### config.mk
export PLATFORM = sky130hd
export DESIGN_NAME = comma_list_to_length_prefixed_unit_flat
export DESIGN_NICKNAME = d
export VERILOG_FILES = /design/src/design/cltlp_pkg.sv /design/src/design/cltlp_stream_if.sv /design/src/design/cltlp_ctrl.sv /design/src/design/cltlp_datapath.sv /design/src/design/comma_list_to_length_prefixed_unit.sv /design/src/flat_wrapper.sv
export SDC_FILE = /design/constraint.sdc
export NUM_CORES = 1
export LEC_CHECK = 0
export BUFFER_PORTS_ARGS = -buffer_cell sky130_fd_sc_hd__buf_4
export CORE_MARGIN = 1
export CORE_UTILIZATION = 35
export DETAILED_ROUTE_END_ITERATION = 8
export MAX_ROUTING_LAYER = met4
export SLEW_MARGIN = 20
export SYNTH_ARGS = -nofsm -noshare
export SYNTH_HDL_FRONTEND = slang
export SYNTH_HIERARCHICAL = 1
export SYNTH_SLANG_ARGS = --single-unit
### constraint.sdc
create_clock -name clock -period 9.7 [get_ports clock]
set_input_delay 1.94 -clock clock [delete_from_list [all_inputs] [get_ports clock]]
set_output_delay 1.94 -clock clock [all_outputs]
set_load 0.02 [all_outputs]
### src/design/cltlp_pkg.sv
`default_nettype none
// ----------------------------------------------------------------------------
// cltlp_pkg
// Shared constants and controller/datapath link types for the comma list
// to length-prefixed list encoder.
// ----------------------------------------------------------------------------
package cltlp_pkg;

   localparam int BYTE_W              = 8;
   localparam int CAP_W               = 13;
   localparam int CSR_DATA_W          = 32;
   localparam int CSR_ADDR_W          = 3;
   localparam int DEFAULT_ENTRY_DEPTH = 32;

   localparam logic [CAP_W-1:0]  CAPACITY_RESET = CAP_W'(256);
   localparam logic [CAP_W-1:0]  MIN_ROOM       = CAP_W'(2);
   localparam logic [BYTE_W-1:0] CHAR_SPACE     = 8'h20;
   localparam logic [BYTE_W-1:0] CHAR_COMMA     = 8'h2C;

   localparam logic KIND_CHAR = 1'b0;
   localparam logic KIND_END  = 1'b1;

   // register index, taken from paddr above the byte offset
   localparam logic [CSR_ADDR_W-3:0] CSR_CAPACITY = '0;

   typedef struct packed {
      logic take_char;   // accepted list character
      logic emit_len;    // push the length byte
      logic emit_data;   // push the next buffered byte
      logic close_entry; // entry fully pushed
      logic emit_term;   // push the terminator and clear the list
   } dp_cmd_type;

   typedef struct packed {
      logic is_end;      // input item is the end marker
      logic char_closes; // input comma will close an entry
      logic entry_open;
      logic len_zero;
      logic data_last;   // the byte being pushed is the entry's last
      logic out_free;    // output register can take a byte
   } dp_status_type;

endpackage
`default_nettype wire

### src/design/cltlp_stream_if.sv
`default_nettype none
// ----------------------------------------------------------------------------
// cltlp_req_if / cltlp_rsp_if
// Valid/ready channels for list characters in and encoded bytes out.
// ----------------------------------------------------------------------------
interface cltlp_req_if;
   logic                         valid;
   logic                         ready;
   logic                         kind;
   logic [cltlp_pkg::BYTE_W-1:0] in_char;

   modport source (output valid, output kind, output in_char, input ready);
   modport sink   (input valid, input kind, input in_char, output ready);
endinterface

interface cltlp_rsp_if;
   logic                         valid;
   logic                         ready;
   logic [cltlp_pkg::BYTE_W-1:0] out_byte;
   logic                         is_last;
   logic [cltlp_pkg::CAP_W-1:0]  total_count;
   logic                         overflow;

   modport source (output valid, output out_byte, output is_last, output total_count,
                   output overflow, input ready);
   modport sink   (input valid, input out_byte, input is_last, input total_count,
                   input overflow, output ready);
endinterface
`default_nettype wire

### src/design/cltlp_ctrl.sv
`default_nettype none
// ----------------------------------------------------------------------------
// cltlp_ctrl
// Sequencer: takes items while idle and walks the entry and terminator
// emission one byte per free output slot.
// ----------------------------------------------------------------------------
module cltlp_ctrl (
   input  wire                       clock,
   input  wire                       reset,
   input  wire                       req_valid,
   output logic                      req_ready,
   input  wire cltlp_pkg::dp_status_type status,
   output cltlp_pkg::dp_cmd_type     cmd
);
   import cltlp_pkg::*;

   typedef enum logic [1:0] {
      S_IDLE,
      S_LEN,
      S_DATA,
      S_TERM
   } state_type;

   state_type state_ff, state_in;
   logic      term_pending_ff, term_pending_in;
   logic      accept;

   assign req_ready = (state_ff == S_IDLE);
   assign accept    = req_valid && req_ready;

   always_comb begin
      state_in        = state_ff;
      term_pending_in = term_pending_ff;
      cmd             = '0;
      case (state_ff)
         S_IDLE: begin
            if (accept) begin
               if (status.is_end) begin
                  term_pending_in = 1'b1;
                  state_in        = status.entry_open ? S_LEN : S_TERM;
               end else begin
                  cmd.take_char = 1'b1;
                  if (status.char_closes) begin
                     state_in = S_LEN;
                  end
               end
            end
         end
         S_LEN: begin
            if (status.out_free) begin
               cmd.emit_len = 1'b1;
               if (status.len_zero) begin
                  cmd.close_entry = 1'b1;
                  state_in        = term_pending_ff ? S_TERM : S_IDLE;
               end else begin
                  state_in = S_DATA;
               end
            end
         end
         S_DATA: begin
            if (status.out_free) begin
               cmd.emit_data = 1'b1;
               if (status.data_last) begin
                  cmd.close_entry = 1'b1;
                  state_in        = term_pending_ff ? S_TERM : S_IDLE;
               end
            end
         end
         S_TERM: begin
            if (status.out_free) begin
               cmd.emit_term   = 1'b1;
               term_pending_in = 1'b0;
               state_in        = S_IDLE;
            end
         end
         default: begin
            state_in        = S_IDLE;
            term_pending_in = 1'b0;
         end
      endcase
   end

   always_ff @(posedge clock) begin
      if (reset) begin
         state_ff        <= S_IDLE;
         term_pending_ff <= 1'b0;
      end else begin
         state_ff        <= state_in;
         term_pending_ff <= term_pending_in;
      end
   end

endmodule
`default_nettype wire

### src/design/cltlp_datapath.sv
`default_nettype none
// ----------------------------------------------------------------------------
// cltlp_datapath
// Entry buffer, capacity and count registers, and the output register.
// ----------------------------------------------------------------------------
module cltlp_datapath #(
   parameter int ENTRY_DEPTH = cltlp_pkg::DEFAULT_ENTRY_DEPTH
) (
   input  wire                          clock,
   input  wire                          reset,
   input  wire                          req_kind,
   input  wire [cltlp_pkg::BYTE_W-1:0]  req_in_char,
   input  wire                          cfg_write,
   input  wire [cltlp_pkg::CAP_W-1:0]   capacity,
   input  wire cltlp_pkg::dp_cmd_type   cmd,
   output cltlp_pkg::dp_status_type     status,
   output logic                         rsp_valid,
   input  wire                          rsp_ready,
   output logic [cltlp_pkg::BYTE_W-1:0] rsp_out_byte,
   output logic                         rsp_is_last,
   output logic [cltlp_pkg::CAP_W-1:0]  rsp_total_count,
   output logic                         rsp_overflow
);
   import cltlp_pkg::*;

   localparam int LEN_W  = $clog2(ENTRY_DEPTH + 1);
   localparam int ADDR_W = (ENTRY_DEPTH > 1) ? $clog2(ENTRY_DEPTH) : 1;
   localparam logic [LEN_W-1:0] DEPTH_L = LEN_W'(ENTRY_DEPTH);

   logic [BYTE_W-1:0] entry_mem [ENTRY_DEPTH];

   logic [CAP_W-1:0]  remaining_ff, remaining_in;
   logic              open_ff, open_in;
   logic [LEN_W-1:0]  len_ff, len_in;
   logic [CAP_W-1:0]  written_ff, written_in;
   logic              ovf_seen_ff, ovf_seen_in;
   logic [LEN_W-1:0]  idx_ff, idx_in;
   logic [BYTE_W-1:0] rd_data_ff;
   logic [ADDR_W-1:0] rd_addr;
   logic              mem_we;

   logic              valid_ff, valid_in;
   logic [BYTE_W-1:0] byte_ff, byte_in;
   logic              last_ff, last_in;
   logic [CAP_W-1:0]  total_ff, total_in;
   logic              ovf_out_ff, ovf_out_in;

   logic              has_room, is_comma, skip_char;
   logic [LEN_W-1:0]  idx_plus;
   logic              push;

   assign has_room  = remaining_ff > MIN_ROOM;
   assign is_comma  = (req_in_char == CHAR_COMMA);
   assign skip_char = !open_ff && (req_in_char == CHAR_SPACE);
   assign idx_plus  = idx_ff + 1'b1;
   assign push      = cmd.emit_len || cmd.emit_data || cmd.emit_term;

   assign status.is_end      = (req_kind == KIND_END);
   assign status.char_closes = has_room && is_comma;
   assign status.entry_open  = open_ff;
   assign status.len_zero    = (len_ff == '0);
   assign status.data_last   = (idx_plus == len_ff);
   assign status.out_free    = !valid_ff || rsp_ready;

   // list state
   always_comb begin
      remaining_in = remaining_ff;
      open_in      = open_ff;
      len_in       = len_ff;
      written_in   = written_ff;
      ovf_seen_in  = ovf_seen_ff;
      idx_in       = idx_ff;
      mem_we       = 1'b0;
      if (cfg_write) begin
         remaining_in = capacity;
      end else if (cmd.emit_term) begin
         remaining_in = capacity;
         open_in      = 1'b0;
         len_in       = '0;
         written_in   = '0;
         ovf_seen_in  = 1'b0;
         idx_in       = '0;
      end else if (cmd.take_char && has_room && !skip_char) begin
         open_in = 1'b1;
         if (!open_ff) begin
            remaining_in = remaining_ff - 1'b1;
         end
         if (!is_comma) begin
            if (len_ff < DEPTH_L) begin
               mem_we       = 1'b1;
               len_in       = len_ff + 1'b1;
               remaining_in = open_ff ? remaining_ff - 1'b1 : remaining_ff - CAP_W'(2);
            end else begin
               ovf_seen_in = 1'b1;
            end
         end
      end else if (cmd.close_entry) begin
         written_in = written_ff + CAP_W'(len_ff) + 1'b1;
         open_in    = 1'b0;
         len_in     = '0;
         idx_in     = '0;
      end else if (cmd.emit_data) begin
         idx_in = idx_plus;
      end
   end

   // read address tracks the index that will hold after this edge
   always_comb begin
      if (idx_in < DEPTH_L) begin
         rd_addr = idx_in[ADDR_W-1:0];
      end else begin
         rd_addr = '0;
      end
   end

   always_ff @(posedge clock) begin
      if (mem_we) begin
         entry_mem[len_ff[ADDR_W-1:0]] <= req_in_char;
      end
      rd_data_ff <= entry_mem[rd_addr];
   end

   // output register
   always_comb begin
      valid_in   = valid_ff;
      byte_in    = byte_ff;
      last_in    = last_ff;
      total_in   = total_ff;
      ovf_out_in = ovf_out_ff;
      if (push) begin
         valid_in   = 1'b1;
         last_in    = 1'b0;
         total_in   = '0;
         ovf_out_in = 1'b0;
         if (cmd.emit_len) begin
            byte_in = BYTE_W'(len_ff);
         end else if (cmd.emit_data) begin
            byte_in = rd_data_ff;
         end else begin
            byte_in    = '0;
            last_in    = 1'b1;
            total_in   = written_ff;
            ovf_out_in = ovf_seen_ff;
         end
      end else if (rsp_ready) begin
         valid_in = 1'b0;
      end
   end

   always_ff @(posedge clock) begin
      if (reset) begin
         remaining_ff <= CAPACITY_RESET;
         open_ff      <= 1'b0;
         len_ff       <= '0;
         written_ff   <= '0;
         ovf_seen_ff  <= 1'b0;
         idx_ff       <= '0;
         valid_ff     <= 1'b0;
      end else begin
         remaining_ff <= remaining_in;
         open_ff      <= open_in;
         len_ff       <= len_in;
         written_ff   <= written_in;
         ovf_seen_ff  <= ovf_seen_in;
         idx_ff       <= idx_in;
         valid_ff     <= valid_in;
      end
      byte_ff    <= byte_in;
      last_ff    <= last_in;
      total_ff   <= total_in;
      ovf_out_ff <= ovf_out_in;
   end

   assign rsp_valid       = valid_ff;
   assign rsp_out_byte    = byte_ff;
   assign rsp_is_last     = last_ff;
   assign rsp_total_count = total_ff;
   assign rsp_overflow    = ovf_out_ff;

endmodule
`default_nettype wire

### src/design/comma_list_to_length_prefixed_unit.sv
`default_nettype none
// ----------------------------------------------------------------------------
// comma_list_to_length_prefixed_unit
// Encodes a comma-separated name list as length-prefixed entries ending in
// a zero byte, with a capacity register on an APB-style port.
// ----------------------------------------------------------------------------
// a character is taken while the controller is idle; a closing comma or end item
//   starts emission, and each byte is registered into the output register,
//   1 byte per cycle while it is free; no new item is taken until the
//   entry buffer is read out through the single output register
// reset: synchronous; capacity back to 256, list state cleared, no clearing pass
// ----------------------------------------------------------------------------
module comma_list_to_length_prefixed_unit #(
   parameter int ENTRY_DEPTH = cltlp_pkg::DEFAULT_ENTRY_DEPTH
) (
   input  wire                                clock,
   input  wire                                reset,
   cltlp_req_if.sink                          req_bus,
   cltlp_rsp_if.source                        rsp_bus,
   input  wire                                csr_psel,
   input  wire                                csr_penable,
   input  wire                                csr_pwrite,
   input  wire [cltlp_pkg::CSR_ADDR_W-1:0]    csr_paddr,
   input  wire [cltlp_pkg::CSR_DATA_W-1:0]    csr_pwdata,
   output logic [cltlp_pkg::CSR_DATA_W-1:0]   csr_prdata,
   output logic                               csr_pready
);
   import cltlp_pkg::*;

   logic [CAP_W-1:0]        capacity_ff, capacity_in;
   logic                    cfg_write;
   logic [CSR_ADDR_W-3:0]   csr_index;
   dp_cmd_type              cmd;
   dp_status_type           status;

   assign csr_pready = 1'b1;
   assign csr_index  = csr_paddr[CSR_ADDR_W-1:2];
   assign cfg_write  = csr_psel && csr_penable && csr_pwrite && csr_pready
                       && (csr_index == CSR_CAPACITY);

   always_comb begin
      if (csr_index == CSR_CAPACITY) begin
         csr_prdata = CSR_DATA_W'(capacity_ff);
      end else begin
         csr_prdata = '0;
      end
   end

   // the datapath reloads its budget from the value that holds after this edge
   always_comb begin
      if (cfg_write) begin
         capacity_in = csr_pwdata[CAP_W-1:0];
      end else begin
         capacity_in = capacity_ff;
      end
   end

   always_ff @(posedge clock) begin
      if (reset) begin
         capacity_ff <= CAPACITY_RESET;
      end else begin
         capacity_ff <= capacity_in;
      end
   end

   cltlp_ctrl u_ctrl (
      .clock     (clock),
      .reset     (reset),
      .req_valid (req_bus.valid),
      .req_ready (req_bus.ready),
      .status    (status),
      .cmd       (cmd)
   );

   cltlp_datapath #(
      .ENTRY_DEPTH (ENTRY_DEPTH)
   ) u_datapath (
      .clock           (clock),
      .reset           (reset),
      .req_kind        (req_bus.kind),
      .req_in_char     (req_bus.in_char),
      .cfg_write       (cfg_write),
      .capacity        (capacity_in),
      .cmd             (cmd),
      .status          (status),
      .rsp_valid       (rsp_bus.valid),
      .rsp_ready       (rsp_bus.ready),
      .rsp_out_byte    (rsp_bus.out_byte),
      .rsp_is_last     (rsp_bus.is_last),
      .rsp_total_count (rsp_bus.total_count),
      .rsp_overflow    (rsp_bus.overflow)
   );

   // terminator is always a zero byte
   a_term_zero: assert property (@(posedge clock) disable iff (reset)
      rsp_bus.valid && rsp_bus.is_last |-> rsp_bus.out_byte == '0)
      else $error("terminator byte not zero");

   // count and flag only travel with the terminator
   a_info_on_last: assert property (@(posedge clock) disable iff (reset)
      rsp_bus.valid && !rsp_bus.is_last |->
         rsp_bus.total_count == '0 && !rsp_bus.overflow)
      else $error("count or overflow on a non-final byte");

   // no new item is taken while a byte push is under way
   a_no_take_while_emit: assert property (@(posedge clock) disable iff (reset)
      (cmd.emit_len || cmd.emit_data || cmd.emit_term) |-> !req_bus.ready)
      else $error("input taken during emission");

   // a byte is only pushed into a free output slot
   a_push_free: assert property (@(posedge clock) disable iff (reset)
      (cmd.emit_len || cmd.emit_data || cmd.emit_term) |-> status.out_free)
      else $error("output register overwritten");

endmodule
`default_nettype wire
### src/flat_wrapper.sv
// flat-port wrapper written by rule: the top's interface ports become plain ports
module comma_list_to_length_prefixed_unit_flat import cltlp_pkg::*;
#(
   parameter int ENTRY_DEPTH = cltlp_pkg::DEFAULT_ENTRY_DEPTH
)
  (clock, reset, csr_psel, csr_penable, csr_pwrite, csr_paddr, csr_pwdata, csr_prdata, csr_pready, req_bus_valid, req_bus_kind, req_bus_in_char, req_bus_ready, rsp_bus_valid, rsp_bus_out_byte, rsp_bus_is_last, rsp_bus_total_count, rsp_bus_overflow, rsp_bus_ready);
  cltlp_req_if req_bus_i ();
  cltlp_rsp_if rsp_bus_i ();
  input  wire clock;
  input  wire reset;
  input  wire csr_psel;
  input  wire csr_penable;
  input  wire csr_pwrite;
  input  wire [cltlp_pkg::CSR_ADDR_W-1:0] csr_paddr;
  input  wire [cltlp_pkg::CSR_DATA_W-1:0] csr_pwdata;
  output logic [cltlp_pkg::CSR_DATA_W-1:0] csr_prdata;
  output logic csr_pready;
  input wire logic [$bits(req_bus_i.valid)-1:0] req_bus_valid;
  input wire logic [$bits(req_bus_i.kind)-1:0] req_bus_kind;
  input wire logic [$bits(req_bus_i.in_char)-1:0] req_bus_in_char;
  output wire logic [$bits(req_bus_i.ready)-1:0] req_bus_ready;
  output wire logic [$bits(rsp_bus_i.valid)-1:0] rsp_bus_valid;
  output wire logic [$bits(rsp_bus_i.out_byte)-1:0] rsp_bus_out_byte;
  output wire logic [$bits(rsp_bus_i.is_last)-1:0] rsp_bus_is_last;
  output wire logic [$bits(rsp_bus_i.total_count)-1:0] rsp_bus_total_count;
  output wire logic [$bits(rsp_bus_i.overflow)-1:0] rsp_bus_overflow;
  input wire logic [$bits(rsp_bus_i.ready)-1:0] rsp_bus_ready;
  assign req_bus_i.valid = req_bus_valid;
  assign req_bus_i.kind = req_bus_kind;
  assign req_bus_i.in_char = req_bus_in_char;
  assign req_bus_ready = req_bus_i.ready;
  assign rsp_bus_valid = rsp_bus_i.valid;
  assign rsp_bus_out_byte = rsp_bus_i.out_byte;
  assign rsp_bus_is_last = rsp_bus_i.is_last;
  assign rsp_bus_total_count = rsp_bus_i.total_count;
  assign rsp_bus_overflow = rsp_bus_i.overflow;
  assign rsp_bus_i.ready = rsp_bus_ready;
  comma_list_to_length_prefixed_unit #(.ENTRY_DEPTH(ENTRY_DEPTH)) u_core (.clock(clock), .reset(reset), .req_bus(req_bus_i), .rsp_bus(rsp_bus_i), .csr_psel(csr_psel), .csr_penable(csr_penable), .csr_pwrite(csr_pwrite), .csr_paddr(csr_paddr), .csr_pwdata(csr_pwdata), .csr_prdata(csr_prdata), .csr_pready(csr_pready));
endmodule
==> impl_metrics.csv, run 1 <==
group,metric,value,unit
sta,period_needed,6.13,ns
synth,yosysSeqAreaShare,62.0,%
synth,ys_warn_count,6,
place,port_buffers,67,
synth,netlist_area,15600,um2
power_and_ir_drop,swShare,32.1,%
final_layout,syn_to_final_growth,13.8,%
global_routing,overflow,0,
final_layout,insertedDiodeCount,0,
route,drc_errors,0,
final_layout,seq_area,9680,um2
synth,async_flop_share,0,%
setup_path,critical_path.startpoint,"csr_paddr[2]",
setup_path,r2r_start,"u_core/u_datapath/len_ff[4]",
route,viasPerCell,5.34,
cts,cts.sinks,344,
power_and_ir_drop,p_switching,1.37,mW
cts,clk_latency,0.56,ns
floorplan,die_x,213,um
setup_path,crit_required,10.18,ns
floorplan,core_area,44100,um2
power_and_ir_drop,pwr-share-comb,26.3,%
floorplan,start_util,35.4,%
power_and_ir_drop,powerDensity,240,nW/um2
sta,maxSlewHeadroom,23.9,%
setup_path,worst-path-buf-inv,2,
route,drt-wirelength-per-cell,20.2,um
sta,tns,0,ns
synth,synth.distinct_cells,83,
floorplan,pin_count,109,
sta,slew_violations,0,
sta,post-route-period-util,63.2,%
floorplan,die_h,213,um
sta,timing.hold.ws,0.488,ns
place,hpwl,24.6,mm
final_layout,nets,1390,
setup_path,r2r_cells,12,
final_layout,multiInputGateArea,5400,um2
route,antenna_left,0,
status,outcome,"finished, final reports clean",
setup_path,rrSetupSlack,3.92,ns
cts,cts_root_buf,"clkbuf_16",
global_routing,grt_start_max_net_pins,63,
floorplan,rows,77,
synth,synthFlopType,"edfxtp_1",
power_and_ir_drop,power.leakage,6.36,nW
setup_path,crit_chain,"buf_4 > nand4b_4 > inv_2 > nor4b_1 > nor2b_1 > o311ai_1 > o211ai_1 > a311o_1 > o21ai_0 > a2111oi_0 > a22o_1 > o22a_1",
route,drt_iter0_drc,847,
final_layout,n_fill_cell,4184,
global_routing,grt_use_total,17.7,%
cts,ctsResizeCount,0,
global_routing,grt_pass1_vias,9958,
cts,cts_setup_buffers,0,
sta,tightest_slew,1.11,ns
power_and_ir_drop,pwr-share-clk,32.0,%
global_routing,antenna_found_initial,0,
sta,skew,0.0199,ns
hold_path,whs_path_depth,2,
sta,rsz0062_at_grt,"false",
setup_path,cp.arrival,6.61,ns
job,max_cap_violations,0,
place,gp_congestion,0.852,
cts,tritoncts,"built",
global_routing,grt_pass1_wl,59.1,mm
floorplan,die_area,45500,um2
hold_path,min_from,"u_core/capacity_ff[5]",
synth,avgSynthCellArea,12.4,um2
final_layout,drive_gt1_share,13.6,%
cts,ctsHoldBuffers,0,
route,wirelength,39.1,mm
setup_path,crit_path_max_fanout,32,
power_and_ir_drop,peakVddDrop,0.141,mV
synth,postSynthCellCount,1264,
sta,hold_violations,0,
hold_path,hp-class,"flop to flop",
setup_path,reg2reg_to,"u_core/u_datapath/rd_data_ff[3]",
sta,setup_violations,0,
cts,clk_pin_slew,0.06,ns
hold_path,hold_path_end,"u_core/capacity_ff[5]",
setup_path,cp-end-kind,"flop",
cts,ctsHtreeMaxLevel,2,
cts,clk_path_buf_depth,3,
synth,ys_ff_latch,344,
route,via_count,10300,
synth,synth_edf_count,279,
sta,fmax,163,MHz
setup_path,critPathLaunchType,"primary input",
setup_path,slowest_delay,1.00,ns
setup_path,criticalPathCategory,"primary input to flop",
setup_path,path_delay_family,"compound AO/OA/AOI/OAI gates",
power_and_ir_drop,pwr-share-seq,41.8,%
route,firstDrtPassIters,5,
cts,numCtsBuffers,38,
setup_path,crit_slowest_cell,"a2111oi_0",
power_and_ir_drop,cell_internal_pwr,2.89,mW
==> cells in the final DEF (no fill, tap or decap), types with 9 or more instances in the layout <==
cell type and instances:
inv_1 37, nand3_1 60, and2_1 15, nand2b_1 28, ha_1 22, clkbuf_16 39
nor3_1 9, o21ai_0 28, a31oi_1 15, mux2_2 9, xor2_1 18, clkbuf_1 9
nor2_1 115, a22o_1 16, and3_1 55, mux2_4 10, xnor2_1 10, conb_1 20
a2111oi_0 15, nand2_1 76, a211oi_1 62, o2111ai_1 14, mux2i_1 39, edfxtp_1 279
a21oi_1 30, buf_4 85, nor2b_1 19, dfxtp_1 65
==> power by group through the flow <==
stage	sequential (mW)	clock, mW	combinational [mW]
6_report	1.78	1.36	1.12
5_1_grt	1.79	1.45	1.22
4_1_cts	1.78	1.39	1.12
3_5_place_dp	1.81	0	1.11
3_3_place_gp	1.81	0	1.10
2_1_floorplan	1.86	0	0.718
==> stage by stage <==
step | power, mW | util [%] | worst slack [ns] | instance area (um2) | cells
2_1_floorplan | 2.58 | - | 5.05 | 15700 | 1282
3_3_place_gp | 2.91 | 37.6 | 2.99 | 16600 | 1868
3_5_place_dp | 2.92 | 37.6 | 2.98 | 16600 | 1868
4_1_cts | 4.29 | 40.3 | 3.59 | 17800 | 1937
5_1_grt | 4.46 | 40.3 | 3.46 | 17800 | 1937
6_report | 4.26 | 40.3 | 3.57 | 17800 | 1937
==> cell usage after synthesis (22+ instances only) <==
master,count,share of area (%)
inv_1,37,0.89
nand2_1,76,1.8
nand3_1,60,1.9
nor2_1,115,2.8
nand2b_1,28,1.1
mux2i_1,39,2.5
a21oi_1,30,0.96
buf_4,22,1.1
a211oi_1,62,3.0
o21ai_0,28,0.90
clkbuf_1,47,1.1
and3_1,55,2.2
ha_1,22,1.8
edfxtp_1,279,54
dfxtp_1,65,8.3
==> kinds of logic after synthesis <==
| kind of cell | synth area share [%] |
|---|---|
| simple gates | 14.0 |
| flops | 62.0 |
| compound gates | 12.4 |
| buf+inv | 3.97 |
| mux | 4.11 |
| xor+xnor | 1.57 |
| fa+ha+maj | 1.89 |
| other cells | 0.0481 |
==> cell type report <==
| cell class | count | share of cell area, % |
|---|---|---|
| Inverter | 38 | 0.802 |
| Clock inverter | 16 | 0.549 |
| Timing Repair Buffer | 85 | 3.59 |
| Clock buffer | 53 | 6.07 |
| Sequential cell | 344 | 54.4 |
| Tap cell | 592 | 4.17 |
| Multi-Input combinational cell | 809 | 30.4 |
==> registers in the layout, summed over array words and instances (netlist names), 2 cells and up <==
register	count
u_core/u_datapath/entry_mem	256
u_core/capacity_ff	13
u_core/u_datapath/remaining_ff	13
u_core/u_datapath/rsp_total_count	13
u_core/u_datapath/written_ff	13
u_core/u_datapath/rd_data_ff	8
u_core/u_datapath/rsp_out_byte	8
u_core/u_datapath/idx_ff	6
u_core/u_datapath/len_ff	6
u_core/u_ctrl/state_ff	2
==> metal layers <==
layer	routed length, um	track usage, %	up-vias
met5	0	-	-
met4	1130	6.48	0
met2	18500	27.6	306
met3	2500	3.72	66
met1	17000	22.7	5114
li1	-	-	4858
==> worst reg2reg max path, cell delays in order, from the launching register on <==
cell	delay [ns]
dfxtp_1	0.55
or3_1	0.60
nor3b_1	0.61
a22oi_1	0.19
nor2_1	0.52
or3_1	0.25
a31oi_1	0.09
o31a_1	0.52
nor2_8	0.62
mux2i_1	0.19
a2111oi_0	1.01
a22o_1	0.39
o22a_1	0.19
==> worst max-delay path by stage <==
stage                                      endpoint  slack (ns)  cells after the start
global route        u_core/u_datapath/rd_data_ff[3]        3.46                     12
finish              u_core/u_datapath/rd_data_ff[3]        3.57                     12
floorplan           u_core/u_datapath/rd_data_ff[4]        5.05                     15
detailed placement  u_core/u_datapath/rd_data_ff[3]        2.98                     12
CTS                 u_core/u_datapath/rd_data_ff[3]        3.59                     12
global placement    u_core/u_datapath/rd_data_ff[2]        2.99                     12
No activity file was read; power rests on OpenSTA's default activity.
==> run 2, diff against run 1 <==
clock period = 5 ns   (was 9.7 ns; I/O delays follow)
==> run 2 against run 1 <==
Compared with the run above:
- global-route usage grew 0.17 points
- die area is the same
- critical path type is now flop to flop
- first-iteration DRC count shrank 0.35%
- critical path depth grew 3
- utilization grew 1.2 points
- largest cell class unchanged
==> impl_metrics.csv, run 2 (synthesis gave the netlist of run 1 again) <==
group,metric,value,unit
status,outcome,"finished, final reports clean",
global_routing,use_met2,28.5,%
sta,rsz0062_at_grt,"false",
power_and_ir_drop,powerDensity,459,nW/um2
setup_path,slowest_delay,0.89,ns
global_routing,grt_pass1_wl,60.1,mm
sta,tns,0,ns
floorplan,die_area,45500,um2
route,firstDrtPassIters,5,
cts,ctsResizeCount,0,
power_and_ir_drop,total_power,8.39,mW
route,wirelength,39.3,mm
final_layout,n_fill_cell,4133,
global_routing,grtUsageMet3,2.78,%
floorplan,die_x,213,um
route,antenna_left,0,
place,dp_cells,1936,
setup_path,crit_slowest_cell,"a2111oi_0",
final_layout,syn_to_final_growth,17.2,%
cts,clk_latency,0.54,ns
place,gp_congestion,0.846,
floorplan,rows,77,
sta,fmax,209,MHz
final_layout,layout_commonest_cell,"edfxtp_1",
global_routing,grt_start_max_net_pins,56,
sta,post-route-period-util,95.7,%
power_and_ir_drop,peakVddDrop,0.310,mV
cts,cts_setup_buffers,0,
floorplan,start_util,35.4,%
sta,skew,0.0236,ns
global_routing,antenna_found_initial,0,
global_routing,overflow,0,
cts,clk_pin_slew,0.06,ns
global_routing,grt_pass1_vias,10300,
setup_path,crit_required,5.49,ns
floorplan,die_h,213,um
setup_path,cp-end-kind,"flop",
final_layout,mostFrequentLayoutCells,"edfxtp_1, buf_4, nor2_1",
power_and_ir_drop,power.leakage,6.71,nW
final_layout,instances_no_fill,2002,
global_routing,met1_usage,23.4,%
final_layout,largest_reg_flops,256,
job,max_cap_violations,0,
sta,setup_violations,0,
route,drc_errors,0,
global_routing,grt_use_total,17.9,%
sta,hold_violations,0,
setup_path,path_delay_family,"compound AO/OA/AOI/OAI gates",
route,drt_iter0_drc,844,
route,drt-wirelength-per-cell,19.6,um
cts,ctsHoldBuffers,0,
global_routing,top_usage_layer,"met2",
cts,cts.sinks,344,
sta,period_needed,4.78,ns
cts,ctsHtreeMaxLevel,2,
final_layout,drive_gt1_share,17.7,%
place,pre_cts_ws,0.111,ns
cts,clk_path_buf_depth,3,
route,viasPerCell,5.31,
setup_path,crit_path_max_fanout,10,
hold_path,hp-class,"flop to flop",
sta,tightest_slew,0.973,ns
sta,maxSlewHeadroom,33.4,%
cts,cts_root_buf,"clkbuf_16",
place,port_buffers,67,
sta,finalWorstSetupSlack,0.215,ns
route,via_count,10600,
floorplan,core_area,44100,um2
setup_path,crit_chain,"or3_1 > nor3b_1 > buf_4 > a22oi_1 > nor2_1 > buf_4 > nor4b_1 > nor2b_1 > o311ai_1 > o211ai_1 > a311o_1 > o21ai_0 > a2111oi_0 > a22o_1 > o22a_1",
setup_path,critPathLaunchType,"flop",
cts,numCtsBuffers,38,
sta,slew_violations,0,
final_layout,insertedDiodeCount,0,
place,hpwl,26.1,mm
cts,tritoncts,"built",
floorplan,pin_count,109,
setup_path,crit_top_cell,"buf_4",
setup_path,cp.arrival,5.27,ns
setup_path,criticalPathCategory,"flop to flop",
final_layout,nets,1458,
setup_path,worst-path-buf-inv,2,
==> run 2: where the power goes <==
part	switching (mW)	internal [mW]	total [mW]
sequential	0.123	3.33	3.45
clock	1.13	1.57	2.70
combinational	1.41	0.833	2.24
==> run 2: path summary, 6_finish.rpt <==
kind	startpoint	endpoint	slack (ns)	cells after the start
setup / recovery	u_core/u_datapath/len_ff[2]	u_core/u_datapath/rd_data_ff[0]	0.22	15
hold / removal	u_core/capacity_ff[10]	u_core/capacity_ff[10]	0.48	2
setup reg to reg	u_core/u_datapath/len_ff[2]	u_core/u_datapath/rd_data_ff[0]	0.22	15
hold reg to reg	u_core/capacity_ff[10]	u_core/capacity_ff[10]	0.48	2
==> run 2: layout make-up <==
cell class              instances  area, um2  area share (%)
clock inverters                18        164           0.895
flip-flops and latches        344       9680            52.9
well taps                     592        741            4.05
inverters                      38        143           0.779
clock buffers                  48       1030            5.62
repair buffers                153       1150            6.27
multi-input cells             809       5400            29.5
==> run 2: layer usage <==
metal | up-vias | share of wire (%)
li1 | 5001 | -
met1 | 5227 | 44
met2 | 341 | 47
met3 | 58 | 6.0
met4 | 0 | 2.6
met5 | - | 0
==> run 2: worst reg2reg max path: stages, from the launching register on <==
cell and delay, ns:
dfxtp_1 0.60, or3_1 0.36, nor3b_1 0.15, buf_4 0.18, a22oi_1 0.17, nor2_1 0.06
buf_4 0.16, nor4b_1 0.40, nor2b_1 0.19, o311ai_1 0.14, o211ai_1 0.29, a311o_1 0.26
o21ai_0 0.36, a2111oi_0 0.89, a22o_1 0.34, o22a_1 0.18
==> run 2: through the flow <==
| step | hold WS [ns] | instance area (um2) | util (%) |
|---|---|---|---|
| 3_5_place_dp | 0.479 | 17100 | 38.8 |
| 4_1_cts | 0.488 | 18300 | 41.5 |
| 6_report | 0.484 | 18300 | 41.5 |
| 2_1_floorplan | 0.432 | 15700 | - |
| 3_3_place_gp | 0.467 | 17100 | 38.8 |
| 5_1_grt | 0.496 | 18300 | 41.5 |
==> run 3, diff against run 2 <==
SYNTH_HIERARCHICAL = not set   (was 1)
==> run 3 against run 2 <==
Compared with the run above:
- total power increased by 7.8%
- critical path depth decreased by 1
- cell count increased by 6.3%
- flip-flop and latch count unchanged
- highest routed layer unchanged
- count of clock-buffer cells in the layout increased by 5
- global-route usage increased by 1.1 points
- first-iteration DRC count increased by 11%
- critical path type is now primary input to flop
==> impl_metrics.csv, run 3 <==
group,metric,value,unit
synth,synth_top_cell_by_area,"edfxtp_1",
floorplan,die_h,214,um
setup_path,criticalPathCategory,"primary input to flop",
final_layout,largest_reg_flops,256,
floorplan,start_util,35.5,%
synth,synth_commonest_cells,"edfxtp_1, nand2_1, nand3_1, nor2_1, dfxtp_1",
global_routing,overflow,0,
synth,yosys.area_share.adder,1.85,%
route,wirelength,42.1,mm
synth,synthFlopType,"edfxtp_1",
sta,finalWorstSetupSlack,0.851,ns
setup_path,r2r_cells,12,
sta,period_needed,4.15,ns
global_routing,grt_pass1_wl,64.4,mm
cts,clk_pin_slew,0.06,ns
final_layout,mostFrequentLayoutCells,"edfxtp_1, nand2_1, buf_4",
place,pre_cts_ws,0.348,ns
synth,yosys-top-cells-area,"edfxtp_1, dfxtp_1, nand2_1",
synth,synth_edf_count,279,
power_and_ir_drop,pwr-share-comb,30.6,%
cts,ctsHoldBuffers,0,
synth,synth-compound-area-share,13.4,%
route,firstDrtPassIters,6,
floorplan,die_area,45800,um2
floorplan,pin_count,109,
synth,synth_top_family_by_area,"simple AND/OR/NAND/NOR gates",
global_routing,grt_use_total,19.0,%
sta,tns,0,ns
place,port_buffers,67,
synth,ys_ff_latch,344,
sta,post-route-period-util,83.0,%
final_layout,layout_commonest_cell,"edfxtp_1",
sta,skew,0.0267,ns
setup_path,cp.arrival,4.54,ns
sta,slew_violations,0,
floorplan,core_area,44200,um2
power_and_ir_drop,p_switching,3.11,mW
power_and_ir_drop,peakVddDrop,0.300,mV
place,placed_cell_area,17100,um2
route,drc_errors,0,
cts,clk_path_buf_depth,3,
sta,setup_violations,0,
final_layout,n_fill_cell,4176,
cts,cts.sinks,344,
synth,netlist_area,15700,um2
sta,hold_violations,0,
final_layout,nets,1579,
global_routing,grt_start_max_net_pins,77,
route,via_count,11500,
cts,numCtsBuffers,39,
route,viasPerCell,5.40,
global_routing,grt_pass1_vias,11100,
synth,async_flop_share,0,%
power_and_ir_drop,pwr-share-seq,38.2,%
sta,fmax,241,MHz
cts,ctsHtreeMaxLevel,2,
status,outcome,"finished, final reports clean",
place,dp_cells,2058,
setup_path,crit_path_max_fanout,33,
final_layout,syn_to_final_growth,17.0,%
sta,tightest_slew,0.838,ns
place,hpwl,26.4,mm
hold_path,whs_path_depth,2,
power_and_ir_drop,pwr-share-clk,31.2,%
route,antenna_left,0,
synth,yosys.area_share.xor_xnor,1.50,%
cts,tritoncts,"built",
synth,netlist.area_leader.share,53.3,%
final_layout,insertedDiodeCount,0,
synth,postSynthCellCount,1424,
final_layout,final_area,18400,um2
cts,ctsResizeCount,0,
cts,clk_latency,0.56,ns
synth,ys_warn_count,0,
floorplan,die_x,214,um
sta,timing.hold.ws,0.473,ns
power_and_ir_drop,swShare,34.4,%
hold_path,hp-class,"flop to flop",
power_and_ir_drop,cell_internal_pwr,5.94,mW
synth,synth.distinct_cells,73,
cts,cts_root_buf,"clkbuf_16",
synth,yosys.area_share.simple,16.9,%
setup_path,crit_required,5.39,ns
synth,yosysSeqAreaShare,61.6,%
synth,synthMuxAreaShare,0.573,%
power_and_ir_drop,power.leakage,6.62,nW
power_and_ir_drop,total_power,9.05,mW
route,drt-wirelength-per-cell,19.8,um
global_routing,antenna_found_initial,0,
synth,avgSynthCellArea,11.0,um2
route,drt_iter0_drc,937,
synth,post-synth-top-count-cell,"edfxtp_1",
place,gp_congestion,0.873,
sta,maxSlewHeadroom,43.4,%
setup_path,critPathLaunchType,"primary input",
final_layout,instances_no_fill,2129,
job,max_cap_violations,0,
final_layout,final_core_util,41.6,%
final_layout,drive_gt1_share,14.7,%
power_and_ir_drop,powerDensity,492,nW/um2
sta,rsz0062_at_grt,"false",
setup_path,cp-end-kind,"flop",
cts,cts_setup_buffers,0,
floorplan,rows,77,
run 3: worst paths after layout:
path,to,from,slack (ns)
max,u_core.u_datapath.rd_data_ff[6],req_bus_in_char[5],0.85
min,u_core.capacity_ff[12],u_core.capacity_ff[12],0.47
max reg2reg,u_core.u_datapath.rd_data_ff[6],u_core.u_datapath.len_ff[3],0.88
min reg2reg,u_core.capacity_ff[12],u_core.capacity_ff[12],0.47
run 3: kinds of logic (layout without fill, tap and decap cells):
logic type / after synthesis / in the layout
other: 2 / 20
flip-flops: 344 / 344
XOR/XNOR: 27 / 27
adder cells (fa/ha/maj): 23 / 23
AO/OA/AOI/OAI: 304 / 304
multiplexers: 8 / 8
AND/OR/NAND/NOR: 585 / 585
buffers and inverters: 131 / 226
run 3: critical path: stages:
cell and delay [ns]:
buf_4 0.35, nor4b_2 0.33, buf_4 0.18, a31o_2 0.19, o21ai_1 0.09, nor2b_1 0.19
nand3_1 0.14, or3_1 0.46, and3_2 0.41, buf_4 0.27, a31oi_1 0.14, a21oi_1 0.10
o2bb2ai_1 0.24, a211oi_1 0.43
run 3: power groups by stage:
stage | Combinational, mW | Sequential [mW] | Clock, mW
after floorplan | 1.68 | 3.60 | 0
after global placement | 2.76 | 3.51 | 0
after detailed placement | 2.78 | 3.51 | 0
after CTS | 2.79 | 3.45 | 2.87
after global routing | 3.04 | 3.48 | 2.98
final | 2.77 | 3.45 | 2.83
run 3: area by class of cell:
cell class	count	area (um2)	share of cell area, %
clock inverter	18	210	1.14
inverter	15	56.3	0.306
tap	592	741	4.03
timing repair buffer	140	1130	6.13
multi-input combinational	967	5500	29.9
clock buffer	53	1070	5.81
sequential	344	9680	52.7
run 3: metal layers:
layer	global-route usage, %	share of wire, %	vias up
met4	6.03	2.6	0
met3	2.59	5.8	69
li1	-	-	5407
met1	24.4	43	5665
met2	31.1	48	348
met5	-	0	-
